<file path="src/htb_pkg.sv">
// ----------------------------------------------------------------------------
// htb_pkg: shared types and helpers for the hex text to bytes converter
// Result kinds, the per-character result bundle and character classifiers.
// ----------------------------------------------------------------------------
package htb_pkg;

   localparam logic [1:0] KIND_DATA  = 2'd0;
   localparam logic [1:0] KIND_END   = 2'd1;
   localparam logic [1:0] KIND_ERROR = 2'd2;

   localparam logic [7:0] CHAR_ZERO  = 8'h30;
   localparam logic [7:0] CHAR_NINE  = 8'h39;
   localparam logic [7:0] CHAR_UA    = 8'h41;
   localparam logic [7:0] CHAR_UF    = 8'h46;
   localparam logic [7:0] CHAR_LA    = 8'h61;
   localparam logic [7:0] CHAR_LF    = 8'h66;
   localparam logic [7:0] CHAR_X     = 8'h78;

   localparam int QUEUE_DEPTH = 4;
   localparam int QUEUE_AW    = $clog2(QUEUE_DEPTH);

   // everything one character produces: up to two data bytes, then an optional
   // closing end/error word
   typedef struct packed {
      logic [7:0] data0;
      logic [7:0] data1;
      logic [1:0] n_data;
      logic       has_final;
      logic [1:0] final_kind;
   } bundle_type;

   typedef struct packed {
      logic       valid;
      bundle_type bundle;
   } slot_type;

   function automatic logic is_separator(input logic [7:0] c);
      logic ws;
      logic punct;
      ws    = (c >= 8'h09 && c <= 8'h0D) || (c == 8'h20);
      punct = (c >= 8'h21 && c <= 8'h2F) || (c >= 8'h3A && c <= 8'h40) ||
              (c >= 8'h5B && c <= 8'h60) || (c >= 8'h7B && c <= 8'h7E);
      return ws || punct;
   endfunction

   function automatic logic is_hex(input logic [7:0] c);
      return (c >= CHAR_ZERO && c <= CHAR_NINE) || (c >= CHAR_UA && c <= CHAR_UF) ||
             (c >= CHAR_LA && c <= CHAR_LF);
   endfunction

   // nibble of a hex digit; don't care for anything else
   function automatic logic [3:0] hex_nibble(input logic [7:0] c);
      logic [7:0] t;
      t = 8'h00;
      if (c <= CHAR_NINE) begin
         t = c - CHAR_ZERO;
      end else if (c <= CHAR_UF) begin
         t = c - CHAR_UA + 8'd10;
      end else begin
         t = c - CHAR_LA + 8'd10;
      end
      return t[3:0];
   endfunction

endpackage

</file>
<file path="src/htb_front.sv">
// ----------------------------------------------------------------------------
// htb_front: character classifier and pairing state
// Takes one character a cycle on accept; builds the bundle of words it gives.
// ----------------------------------------------------------------------------
module htb_front import htb_pkg::*; (
   input  logic       clock,
   input  logic       reset,
   input  logic       accept,
   input  logic [7:0] char_code,
   input  logic       last_char,
   output logic       bundle_push,
   output bundle_type bundle
);

   logic [3:0] pend_ff, pend_in;
   logic       has_pend_ff, has_pend_in;
   logic       held_ff, held_in;
   logic       failed_ff, failed_in;
   logic       any_ff, any_in;

   always_comb begin
      logic dropped;
      logic err;
      logic [3:0] v;
      pend_in     = pend_ff;
      has_pend_in = has_pend_ff;
      held_in     = held_ff;
      failed_in   = failed_ff;
      any_in      = any_ff;
      bundle      = '0;
      dropped     = 1'b0;
      err         = 1'b0;
      v           = hex_nibble(char_code);

      if (failed_ff) begin
         if (last_char) begin
            pend_in = 4'h0; has_pend_in = 1'b0; held_in = 1'b0;
            failed_in = 1'b0; any_in = 1'b0;
         end
      end else begin
         if (held_ff) begin
            held_in = 1'b0;
            if (char_code == CHAR_X) begin
               if (has_pend_in) begin
                  bundle.data0  = {4'h0, pend_in};
                  bundle.n_data = 2'd1;
                  any_in        = 1'b1;
               end
               has_pend_in = 1'b0;
               pend_in     = 4'h0;
               dropped     = 1'b1;
            end else if (has_pend_in) begin
               // held '0' closes the pending pair
               bundle.data0  = {pend_in, 4'h0};
               bundle.n_data = 2'd1;
               any_in        = 1'b1;
               has_pend_in   = 1'b0;
               pend_in       = 4'h0;
            end else begin
               pend_in     = 4'h0;
               has_pend_in = 1'b1;
            end
         end

         if (!dropped) begin
            if (char_code == CHAR_ZERO && !last_char) begin
               held_in = 1'b1;
            end else if (is_separator(char_code)) begin
               if (has_pend_in) begin
                  if (bundle.n_data == 2'd0) bundle.data0 = {4'h0, pend_in};
                  else                       bundle.data1 = {4'h0, pend_in};
                  bundle.n_data = bundle.n_data + 2'd1;
                  any_in        = 1'b1;
               end
               has_pend_in = 1'b0;
               pend_in     = 4'h0;
            end else if (is_hex(char_code)) begin
               if (has_pend_in) begin
                  if (bundle.n_data == 2'd0) bundle.data0 = {pend_in, v};
                  else                       bundle.data1 = {pend_in, v};
                  bundle.n_data = bundle.n_data + 2'd1;
                  any_in        = 1'b1;
                  has_pend_in   = 1'b0;
                  pend_in       = 4'h0;
               end else begin
                  pend_in     = v;
                  has_pend_in = 1'b1;
               end
            end else begin
               err                = 1'b1;
               bundle.has_final   = 1'b1;
               bundle.final_kind  = KIND_ERROR;
               pend_in = 4'h0; has_pend_in = 1'b0; held_in = 1'b0; any_in = 1'b0;
               failed_in = !last_char;
            end
         end

         if (last_char && !err) begin
            if (has_pend_in) begin
               if (bundle.n_data == 2'd0) bundle.data0 = {4'h0, pend_in};
               else                       bundle.data1 = {4'h0, pend_in};
               bundle.n_data = bundle.n_data + 2'd1;
               any_in        = 1'b1;
            end
            bundle.has_final  = 1'b1;
            bundle.final_kind = any_in ? KIND_END : KIND_ERROR;
            pend_in = 4'h0; has_pend_in = 1'b0; held_in = 1'b0;
            failed_in = 1'b0; any_in = 1'b0;
         end
      end
   end

   assign bundle_push = accept && (bundle.n_data != 2'd0 || bundle.has_final);

   always_ff @(posedge clock) begin
      if (reset) begin
         pend_ff     <= 4'h0;
         has_pend_ff <= 1'b0;
         held_ff     <= 1'b0;
         failed_ff   <= 1'b0;
         any_ff      <= 1'b0;
      end else if (accept) begin
         pend_ff     <= pend_in;
         has_pend_ff <= has_pend_in;
         held_ff     <= held_in;
         failed_ff   <= failed_in;
         any_ff      <= any_in;
      end
   end

endmodule

</file>
<file path="src/htb_queue.sv">
// ----------------------------------------------------------------------------
// htb_queue: short bundle queue between classifier and result sequencer
// Register-based FIFO; head entry presented combinationally.
// ----------------------------------------------------------------------------
module htb_queue import htb_pkg::*; (
   input  logic       clock,
   input  logic       reset,
   input  logic       push,
   input  bundle_type push_bundle,
   output logic       full,
   input  logic       pop,
   output slot_type   head
);

   bundle_type              entry_ff [QUEUE_DEPTH];
   logic [QUEUE_AW-1:0]     wr_ptr_ff, wr_ptr_in;
   logic [QUEUE_AW-1:0]     rd_ptr_ff, rd_ptr_in;
   logic [QUEUE_AW:0]       count_ff, count_in;
   logic                    do_push, do_pop;

   assign full    = (count_ff == (QUEUE_AW+1)'(QUEUE_DEPTH));
   assign do_push = push && !full;
   assign do_pop  = pop && (count_ff != '0);

   assign head = {(count_ff != '0), entry_ff[rd_ptr_ff]};

   always_comb begin
      wr_ptr_in = do_push ? wr_ptr_ff + QUEUE_AW'(1) : wr_ptr_ff;
      rd_ptr_in = do_pop  ? rd_ptr_ff + QUEUE_AW'(1) : rd_ptr_ff;
      count_in  = count_ff + (QUEUE_AW+1)'(do_push) - (QUEUE_AW+1)'(do_pop);
   end

   always_ff @(posedge clock) begin
      if (do_push) begin
         entry_ff[wr_ptr_ff] <= push_bundle;
      end
   end

   always_ff @(posedge clock) begin
      if (reset) begin
         wr_ptr_ff <= '0;
         rd_ptr_ff <= '0;
         count_ff  <= '0;
      end else begin
         wr_ptr_ff <= wr_ptr_in;
         rd_ptr_ff <= rd_ptr_in;
         count_ff  <= count_in;
      end
   end

endmodule

</file>
<file path="src/htb_back.sv">
// ----------------------------------------------------------------------------
// htb_back: result sequencer
// Walks the head bundle one word at a time: data bytes, then any closing word.
// ----------------------------------------------------------------------------
module htb_back import htb_pkg::*; (
   input  logic       clock,
   input  logic       reset,
   input  slot_type   head,
   output logic       head_pop,
   output logic       rsp_empty,
   input  logic       rsp_pop,
   output logic [7:0] rsp_byte_value,
   output logic [1:0] rsp_kind,
   output logic       rsp_last
);

   logic [1:0] idx_ff, idx_in;
   logic       is_data;
   logic       final_word;
   logic       take;

   assign rsp_empty = !head.valid;
   assign take      = rsp_pop && head.valid;
   assign is_data   = (idx_ff < head.bundle.n_data);

   // last word of this bundle
   assign final_word = is_data ? (idx_ff + 2'd1 == head.bundle.n_data) && !head.bundle.has_final
                               : 1'b1;

   assign head_pop = take && final_word;

   always_comb begin
      if (is_data) begin
         rsp_byte_value = (idx_ff == 2'd0) ? head.bundle.data0 : head.bundle.data1;
         rsp_kind       = KIND_DATA;
         rsp_last       = 1'b0;
      end else begin
         rsp_byte_value = 8'h00;
         rsp_kind       = head.bundle.final_kind;
         rsp_last       = 1'b1;
      end
   end

   always_comb begin
      idx_in = idx_ff;
      if (take) begin
         idx_in = final_word ? 2'd0 : idx_ff + 2'd1;
      end
   end

   always_ff @(posedge clock) begin
      if (reset) begin
         idx_ff <= 2'd0;
      end else begin
         idx_ff <= idx_in;
      end
   end

endmodule

</file>
<file path="src/hex_text_to_bytes.sv">
// ----------------------------------------------------------------------------
// hex_text_to_bytes: ASCII hex text to byte stream converter
// Pairs hex digits into bytes, closes each text run with an end/error word.
// ----------------------------------------------------------------------------
//  channel   direction  handshake       payload
//  req_      in         push / full     char_code[7:0], last_char
//  rsp_      out        pop / empty     byte_value[7:0], kind[1:0], last
//
//  One character accepted per cycle while the 4-entry bundle queue has room.
//  A character yields 0..3 words; the result side drains one word per cycle
//  while rsp_pop is high, so sustained input rate is one per cycle when each
//  character gives at most one word. First word is registered in the queue.
//  Synchronous reset clears pairing state, queue pointers and word index.
//  Either side may stall independently; the queue absorbs the difference.
module hex_text_to_bytes import htb_pkg::*; (
   input  logic       clock,
   input  logic       reset,
   input  logic [7:0] req_char_code,
   input  logic       req_last_char,
   input  logic       req_push,
   output logic       req_full,
   output logic [7:0] rsp_byte_value,
   output logic [1:0] rsp_kind,
   output logic       rsp_last,
   output logic       rsp_empty,
   input  logic       rsp_pop
);

   logic       accept;
   logic       bundle_push;
   bundle_type bundle;
   slot_type   head;
   logic       head_pop;

   assign accept = req_push && !req_full;

   htb_front u_front (
      .clock       (clock),
      .reset       (reset),
      .accept      (accept),
      .char_code   (req_char_code),
      .last_char   (req_last_char),
      .bundle_push (bundle_push),
      .bundle      (bundle)
   );

   htb_queue u_queue (
      .clock       (clock),
      .reset       (reset),
      .push        (bundle_push),
      .push_bundle (bundle),
      .full        (req_full),
      .pop         (head_pop),
      .head        (head)
   );

   htb_back u_back (
      .clock          (clock),
      .reset          (reset),
      .head           (head),
      .head_pop       (head_pop),
      .rsp_empty      (rsp_empty),
      .rsp_pop        (rsp_pop),
      .rsp_byte_value (rsp_byte_value),
      .rsp_kind       (rsp_kind),
      .rsp_last       (rsp_last)
   );

endmodule

</file>
<file path="config.mk">
export PLATFORM = sky130hd
export DESIGN_NAME = hex_text_to_bytes
export DESIGN_NICKNAME = d
export VERILOG_FILES = /design/src/htb_pkg.sv /design/src/htb_front.sv /design/src/htb_queue.sv /design/src/htb_back.sv /design/src/hex_text_to_bytes.sv
export SDC_FILE = /design/constraint.sdc
export NUM_CORES = 1
export LEC_CHECK = 0
export BUFFER_PORTS_ARGS = -buffer_cell sky130_fd_sc_hd__clkbuf_2
export CORE_MARGIN = 10
export CORE_UTILIZATION = 55
export CTS_CLUSTER_SIZE = 28
export DETAILED_ROUTE_END_ITERATION = 10
export PLACE_DENSITY_LB_ADDON = 0.05
export SYNTH_ARGS = -nofsm -noshare
export SYNTH_HDL_FRONTEND = slang
export SYNTH_SLANG_ARGS = --single-unit
</file>
<file path="constraint.sdc">
create_clock -name clock -period 8.4 [get_ports clock]
set_input_delay 0.42 -clock clock [delete_from_list [all_inputs] [get_ports clock]]
set_output_delay 0.42 -clock clock [all_outputs]
set_load 0.005 [all_outputs]
</file>
==> impl_metrics.csv, run 1 <==
group,metric,value,unit
status,status,"completed",
placed_design,place_inst,485,
clock_tree,clockRootBuffer,"clkbuf_8",
timing,finalSetupTns,0,ps
layout,finalNonFillerCells,501,
synth,yosysSeqAreaShare,57.97,%
clock_tree,cts.sinks,103,
worst_hold_path,hold_end,"u_front.failed_ff$_SDFFE_PP0P_",
synth,yosysTopAreaCellShare,50.37,%
timing,rsz0062_at_grt,"false",
placed_design,place_congestion,0.8679,
clock_tree,cts_hold_buf,0,
die,ios,26,
layout,syn_to_final_growth,8.321,%
timing,period_needed,3670,ps
global_routing,grt_max_degree,22,
critical_path,critical-path-slowest-cell,"dfxtp_1",
layout,num_antenna_cells,0,
clock_tree,clock_latency,360,ps
die,core,8806,um^2
synth,synth-seq-cells,103,
critical_path,crit_path_max_incr_delay,1020,ps
critical_path,cp_data_arrival_time,3910,ps
clock_tree,clkSlewWorstSetupHoldPaths,100,ps
power,p_per_area,239.8,nW/um^2
worst_hold_path,worstHoldStart,"req_last_char",
critical_path,cpMostUsedCell,"ha_1",
synth,synth-edff-count,84,
clock_tree,clk_path_buf_depth,2,
clock_tree,numCtsBuffers,9,
detailed_routing,wl,9043,um
timing,slew_violations,0,
critical_path,path_cells,"mux4_2 > inv_1 > ha_1 > a21o_1 > a21oi_1 > nor2_1 > ha_1 > inv_1 > ha_1 > fa_1 > nor2b_1",
detailed_routing,drt_iter0_markers,168,
detailed_routing,drt_pre_antenna_iters,4,
layout,nets,417,
detailed_routing,vias,2891,
power,vdd_ir_drop_max,127.7,uV
clock_tree,cts_resized,0,
critical_path,crit_required,8640,ps
worst_hold_path,holdCritPathClass,"in -> reg",
synth,synth_ff_type,"edfxtp_1",
timing,relSlewSlack,25.33,%
critical_path,critPathKind,"reg -> reg",
placed_design,dpl.hpwl,6240,um
critical_path,ff2ff_path_depth,11,
power,p_total,0.001301,W
timing,worst_pin_slew,1120,ps
critical_path,endpoint_kind,"flip-flop",
run,maxCapViolations,0,
critical_path,crit_fanout,21,
critical_path,rrSetupSlack,4730,ps
global_routing,overflow,0,
die,row_count,34,
synth,syn_area,5007,um^2
clock_tree,cts_tree,"built",
die,chipHeight,115.4,um
timing,whs,445.1,ps
worst_hold_path,whs_path_depth,2,
layout,fin_util,61.59,%
detailed_routing,ant_nets,0,
detailed_routing,wl_per_cell,18.05,um
synth,synth_warnings,0,
power,leakage,1.973,nW
critical_path,r2r-end,"u_queue.count_ff[1]$_SDFF_PP0_",
timing,fmax,272.5,MHz
synth,yosysTopAreaCell,"edfxtp_1",
critical_path,critPathLaunchType,"flip-flop",
die,initial_utilization,56.86,%
synth,synth_area_leaders,"edfxtp_1, mux4_2, dfxtp_1",
global_routing,grt_usage,14.57,%
global_routing,grt_pass1_vias,2909,
clock_tree,cts_max_level,3,
synth,synth_cell_types,62,
timing,finClkSkew,11.76,ps
die,die_x,115.4,um
global_routing,antenna_found_initial,0,
timing,hold_violations,0,
synth,netlist_instances,353,
timing,setup_viol,0,
global_routing,grt_pass1_wl,15060,um
die,dieArea,13320,um^2
detailed_routing,drt-vias-per-instance,5.770,
placed_design,io_buffers,25,
layout,drive_above_1_share,19.59,%
synth,avgSynthCellArea,14.18,um^2
clock_tree,cts_setup_buffers,0,
detailed_routing,drc_errors,0,
synth,async_reset_ff_share,0,%
timing,post-route-period-util,43.69,%
==> sequential cells by signal (all words and copies together), names as in the netlist, named ones only <==
| register | cells |
|---|---|
| u_back.idx_ff | 2 |
| u_front.any_ff | 1 |
| u_front.failed_ff | 1 |
| u_front.has_pend_ff | 1 |
| u_front.held_ff | 1 |
| u_front.pend_ff | 4 |
| u_queue.count_ff | 3 |
| u_queue.entry_ff | 84 |
| u_queue.rd_ptr_ff | 2 |
| u_queue.wr_ptr_ff | 2 |
==> layout by cell type, fill, tap and decap left out, types with 4 or more instances in the layout <==
cell type / instances
nand2_1: 13
mux4_2: 21
ha_1: 15
o21ai_0: 6
dfxtp_1: 19
o21a_1: 5
nor2b_1: 4
a22oi_1: 6
a21oi_1: 6
clkbuf_2: 25
o32ai_1: 4
and2_1: 11
xnor2_1: 10
inv_1: 19
conb_1: 16
edfxtp_1: 84
nor2_1: 38
mux2i_1: 12
clkbuf_8: 9
==> synthesized netlist by cell type, types with 4 or more instances <==
master	instances
edfxtp_1	84
nor2_1	38
mux4_2	21
dfxtp_1	19
inv_1	19
ha_1	15
nand2_1	13
mux2i_1	12
and2_1	11
xnor2_1	10
clkbuf_1	8
a21oi_1	6
a22oi_1	6
buf_2	6
o21ai_0	6
o21a_1	5
nor2b_1	4
o32ai_1	4
==> worst max-delay path by stage <==
stage	endpoint	depth (start not counted)	from	slack (ps)
2_1_floorplan	u_queue.count_ff[1]$_SDFF_PP0_	12	flip-flop	4860
6_report	u_queue.count_ff[1]$_SDFF_PP0_	11	flip-flop	4730
3_3_place_gp	u_queue.entry_ff[1][7]$_DFFE_PP_	9	req_char_code[0]	4410
5_1_grt	u_queue.count_ff[1]$_SDFF_PP0_	11	flip-flop	4330
4_1_cts	u_queue.count_ff[1]$_SDFF_PP0_	11	flip-flop	4610
3_5_place_dp	u_queue.entry_ff[1][15]$_DFFE_PP_	9	req_char_code[0]	4330
==> layout make-up <==
class / instances / area [um^2]
fillers: 725 / 3382
flip-flops and latches: 103 / 2903
multi-input cells: 229 / 2011
well taps: 108 / 135.1
repair buffers: 26 / 132.6
clock buffers: 11 / 131.4
inverters: 19 / 71.32
clock inverters: 5 / 40.04
==> power breakdown <==
group	total, W	switching (W)	internal, W
clock network	0.000277	0.000166	0.000111
logic	0.000390	0.000208	0.000183
registers	0.000634	0.0000224	0.000611
total	0.00130	0.000396	0.000905
==> kinds of logic after synthesis <==
family | count (synthesis) | share of synthesized area (%)
flops | 103 | 57.97
xor+xnor | 11 | 1.924
other cells | 1 | 0.07489
mux | 36 | 12.52
fa+ha+maj | 16 | 4.148
simple gates | 96 | 10.54
buf+inv | 36 | 2.999
compound gates | 54 | 9.820
==> per-layer routing <==
metal,up-vias,global-route usage [%],share of wire (%)
met5,-,0,0
met4,0,4.476,1.2
met3,8,3.101,4.4
met2,60,25.13,49
met1,1421,17.98,45
li1,1402,-,-
==> critical path, delay by kind of cell, from the launching register on <==
kind	cells	cell delay (ps)
DFF	1	1020
AOI/OAI and AO/OA	2	490
buffers and inverters	2	100
muxes	1	400
adders and majority gates	4	1110
and+or+nand+nor	2	430
==> per-stage QoR <==
step	cell area [um^2]	setup WS [ps]
5_1_grt	5424	4325
6_report	5424	4730
3_3_place_gp	5253	4410
3_5_place_dp	5253	4334
4_1_cts	5424	4611
2_1_floorplan	5064	4863
No activity file was read; power rests on OpenSTA's default activity.
==> inputs of run 2 (changes only) <==
- clock period: 8.4 -> 3.09 ns (I/O delays scaled with it)
==> impl_metrics.csv, run 2 (synthesis gave the netlist of run 1 again) <==
group,metric,value,unit
timing,hold_violations,0,
layout,nets,442,
detailed_routing,drt_iter0_markers,153,
clock_tree,clockRootBuffer,"clkbuf_8",
power,switchingPower,0.001127,W
layout,drive_above_1_share,25.12,%
global_routing,overflow,0,
global_routing,grt_pass1_vias,3050,
detailed_routing,top_layer_used,"met4",
detailed_routing,drt_pre_antenna_iters,4,
global_routing,grt_pass1_wl,15470,um
critical_path,endpoint_kind,"flip-flop",
power,p_per_area,655.2,nW/um^2
power,leakage,2.125,nW
timing,post-route-period-util,93.31,%
timing,fmax,346.8,MHz
detailed_routing,drt-vias-per-instance,5.703,
layout,num_antenna_cells,0,
power,combPwrFrac,30.6,%
detailed_routing,drc_errors,0,
timing,finalSetupTns,0,ps
detailed_routing,wl_per_cell,17.68,um
critical_path,crit_required,3350,ps
critical_path,critPathKind,"reg -> reg",
detailed_routing,wl,9299,um
die,chipHeight,115.4,um
layout,reg_top3,"u_queue.entry_ff: 84 flops, u_front.pend_ff: 4 flops, u_queue.count_ff: 3 flops",
placed_design,dp_slack,-45.07,ps
worst_hold_path,holdCritPathClass,"in -> reg",
die,core,8806,um^2
timing,setup_slack,206.6,ps
critical_path,crit_fanout,4,
critical_path,cp_data_arrival_time,3140,ps
power,p_clk_share,23.3,%
clock_tree,cts_setup_buffers,0,
clock_tree,cts_tree,"built",
die,dieArea,13320,um^2
layout,mostFrequentLayoutCells,"edfxtp_1, nor2_1, clkbuf_2",
timing,worst_pin_slew,545.4,ps
power,internal_power,0.002614,W
layout,final_common_cell,"edfxtp_1",
detailed_routing,wl_met1,4196,um
timing,setup_viol,0,
clock_tree,cts_max_level,3,
timing,rsz0062_at_grt,"false",
clock_tree,numCtsBuffers,9,
placed_design,place_congestion,0.8258,
global_routing,grt_usage,14.97,%
die,die_x,115.4,um
clock_tree,cts.sinks,103,
run,maxCapViolations,0,
placed_design,dpl.hpwl,6570,um
critical_path,ff2ff_path_depth,12,
clock_tree,cts_hold_buf,0,
detailed_routing,vias,3000,
detailed_routing,dr_wl_met2,4577,um
layout,largest_reg_flops,84,
clock_tree,clock_latency,370,ps
timing,period_needed,2883,ps
die,row_count,34,
power,sw_frac_of_total,30.13,%
timing,finClkSkew,17.58,ps
layout,syn_to_final_growth,14.02,%
detailed_routing,dr_wl_met3,427,um
die,initial_utilization,56.86,%
power,vdd_ir_drop_max,333.8,uV
timing,relSlewSlack,63.39,%
status,status,"completed",
layout,max_flop_register,"u_queue.entry_ff",
worst_hold_path,whs_path_depth,2,
clock_tree,clkSlewWorstSetupHoldPaths,110,ps
placed_design,io_buffers,25,
global_routing,antenna_found_initial,0,
clock_tree,clk_path_buf_depth,2,
timing,slew_violations,0,
critical_path,critPathLaunchType,"flip-flop",
detailed_routing,ant_nets,0,
clock_tree,cts_resized,0,
die,ios,26,
global_routing,grt_max_degree,22,
power,seq_power_share,46.1,%
==> run 2: through the flow <==
step                util [%]  area, um^2  total power [W]  hold WS, ps  instances
global placement       62.35        5490         0.002892        493.0        510
global route           64.83        5709         0.003980        171.6        526
CTS                    64.79        5705         0.003790        136.9        526
detailed placement     62.35        5490         0.002923        493.6        510
finish                 64.83        5709         0.003741        148.6        526
floorplan                  -        5071         0.002525        429.1        368
==> run 2: layout make-up <==
class / count / area [um^2]
inverter: 19 / 71.32
clock inverter: 7 / 91.34
sequential: 103 / 2907
clock buffer: 9 / 123.9
tap: 108 / 135.1
fill: 657 / 3097
multi-input combinational: 229 / 2011
timing repair buffer: 51 / 370.4
==> run 2: power groups by stage <==
stage,registers [W],logic (W),clock network [W]
3_3_place_gp,0.00175,0.00115,0
6_report,0.00172,0.00115,0.000871
5_1_grt,0.00174,0.00128,0.000959
2_1_floorplan,0.00173,0.000794,0
3_5_place_dp,0.00175,0.00117,0
4_1_cts,0.00172,0.00117,0.000892
==> run 2: worst max-delay path, stage by stage (launching register included) <==
cell and delay (ps):
dfxtp_4 390, mux4_2 520, inv_1 80, ha_1 230, a21o_1 180, a21oi_1 120, nor2_1 110, ha_1 300
inv_1 40, ha_1 190, fa_1 380, xnor2_1 160, nor2_1 50
==> run 2: path summary, 6_finish.rpt <==
check                                            startpoint                        endpoint  slack [ps]
worst max register to register                    flip-flop  u_queue.count_ff[2]$_SDFF_PP0_         210
worst min register to register  u_front.any_ff$_SDFFE_PP0P_     u_front.any_ff$_SDFFE_PP0P_         520
worst max-delay path                              flip-flop  u_queue.count_ff[2]$_SDFF_PP0_         210
worst min-delay path                          req_last_char  u_front.failed_ff$_SDFFE_PP0P_         150
==> run 2: metal layers <==
metal  global-route usage, %  up-vias
met5                       0        -
met4                   4.476        0
met3                   3.928       10
met2                   24.83       60
met1                   18.93     1479
li1                        -     1451
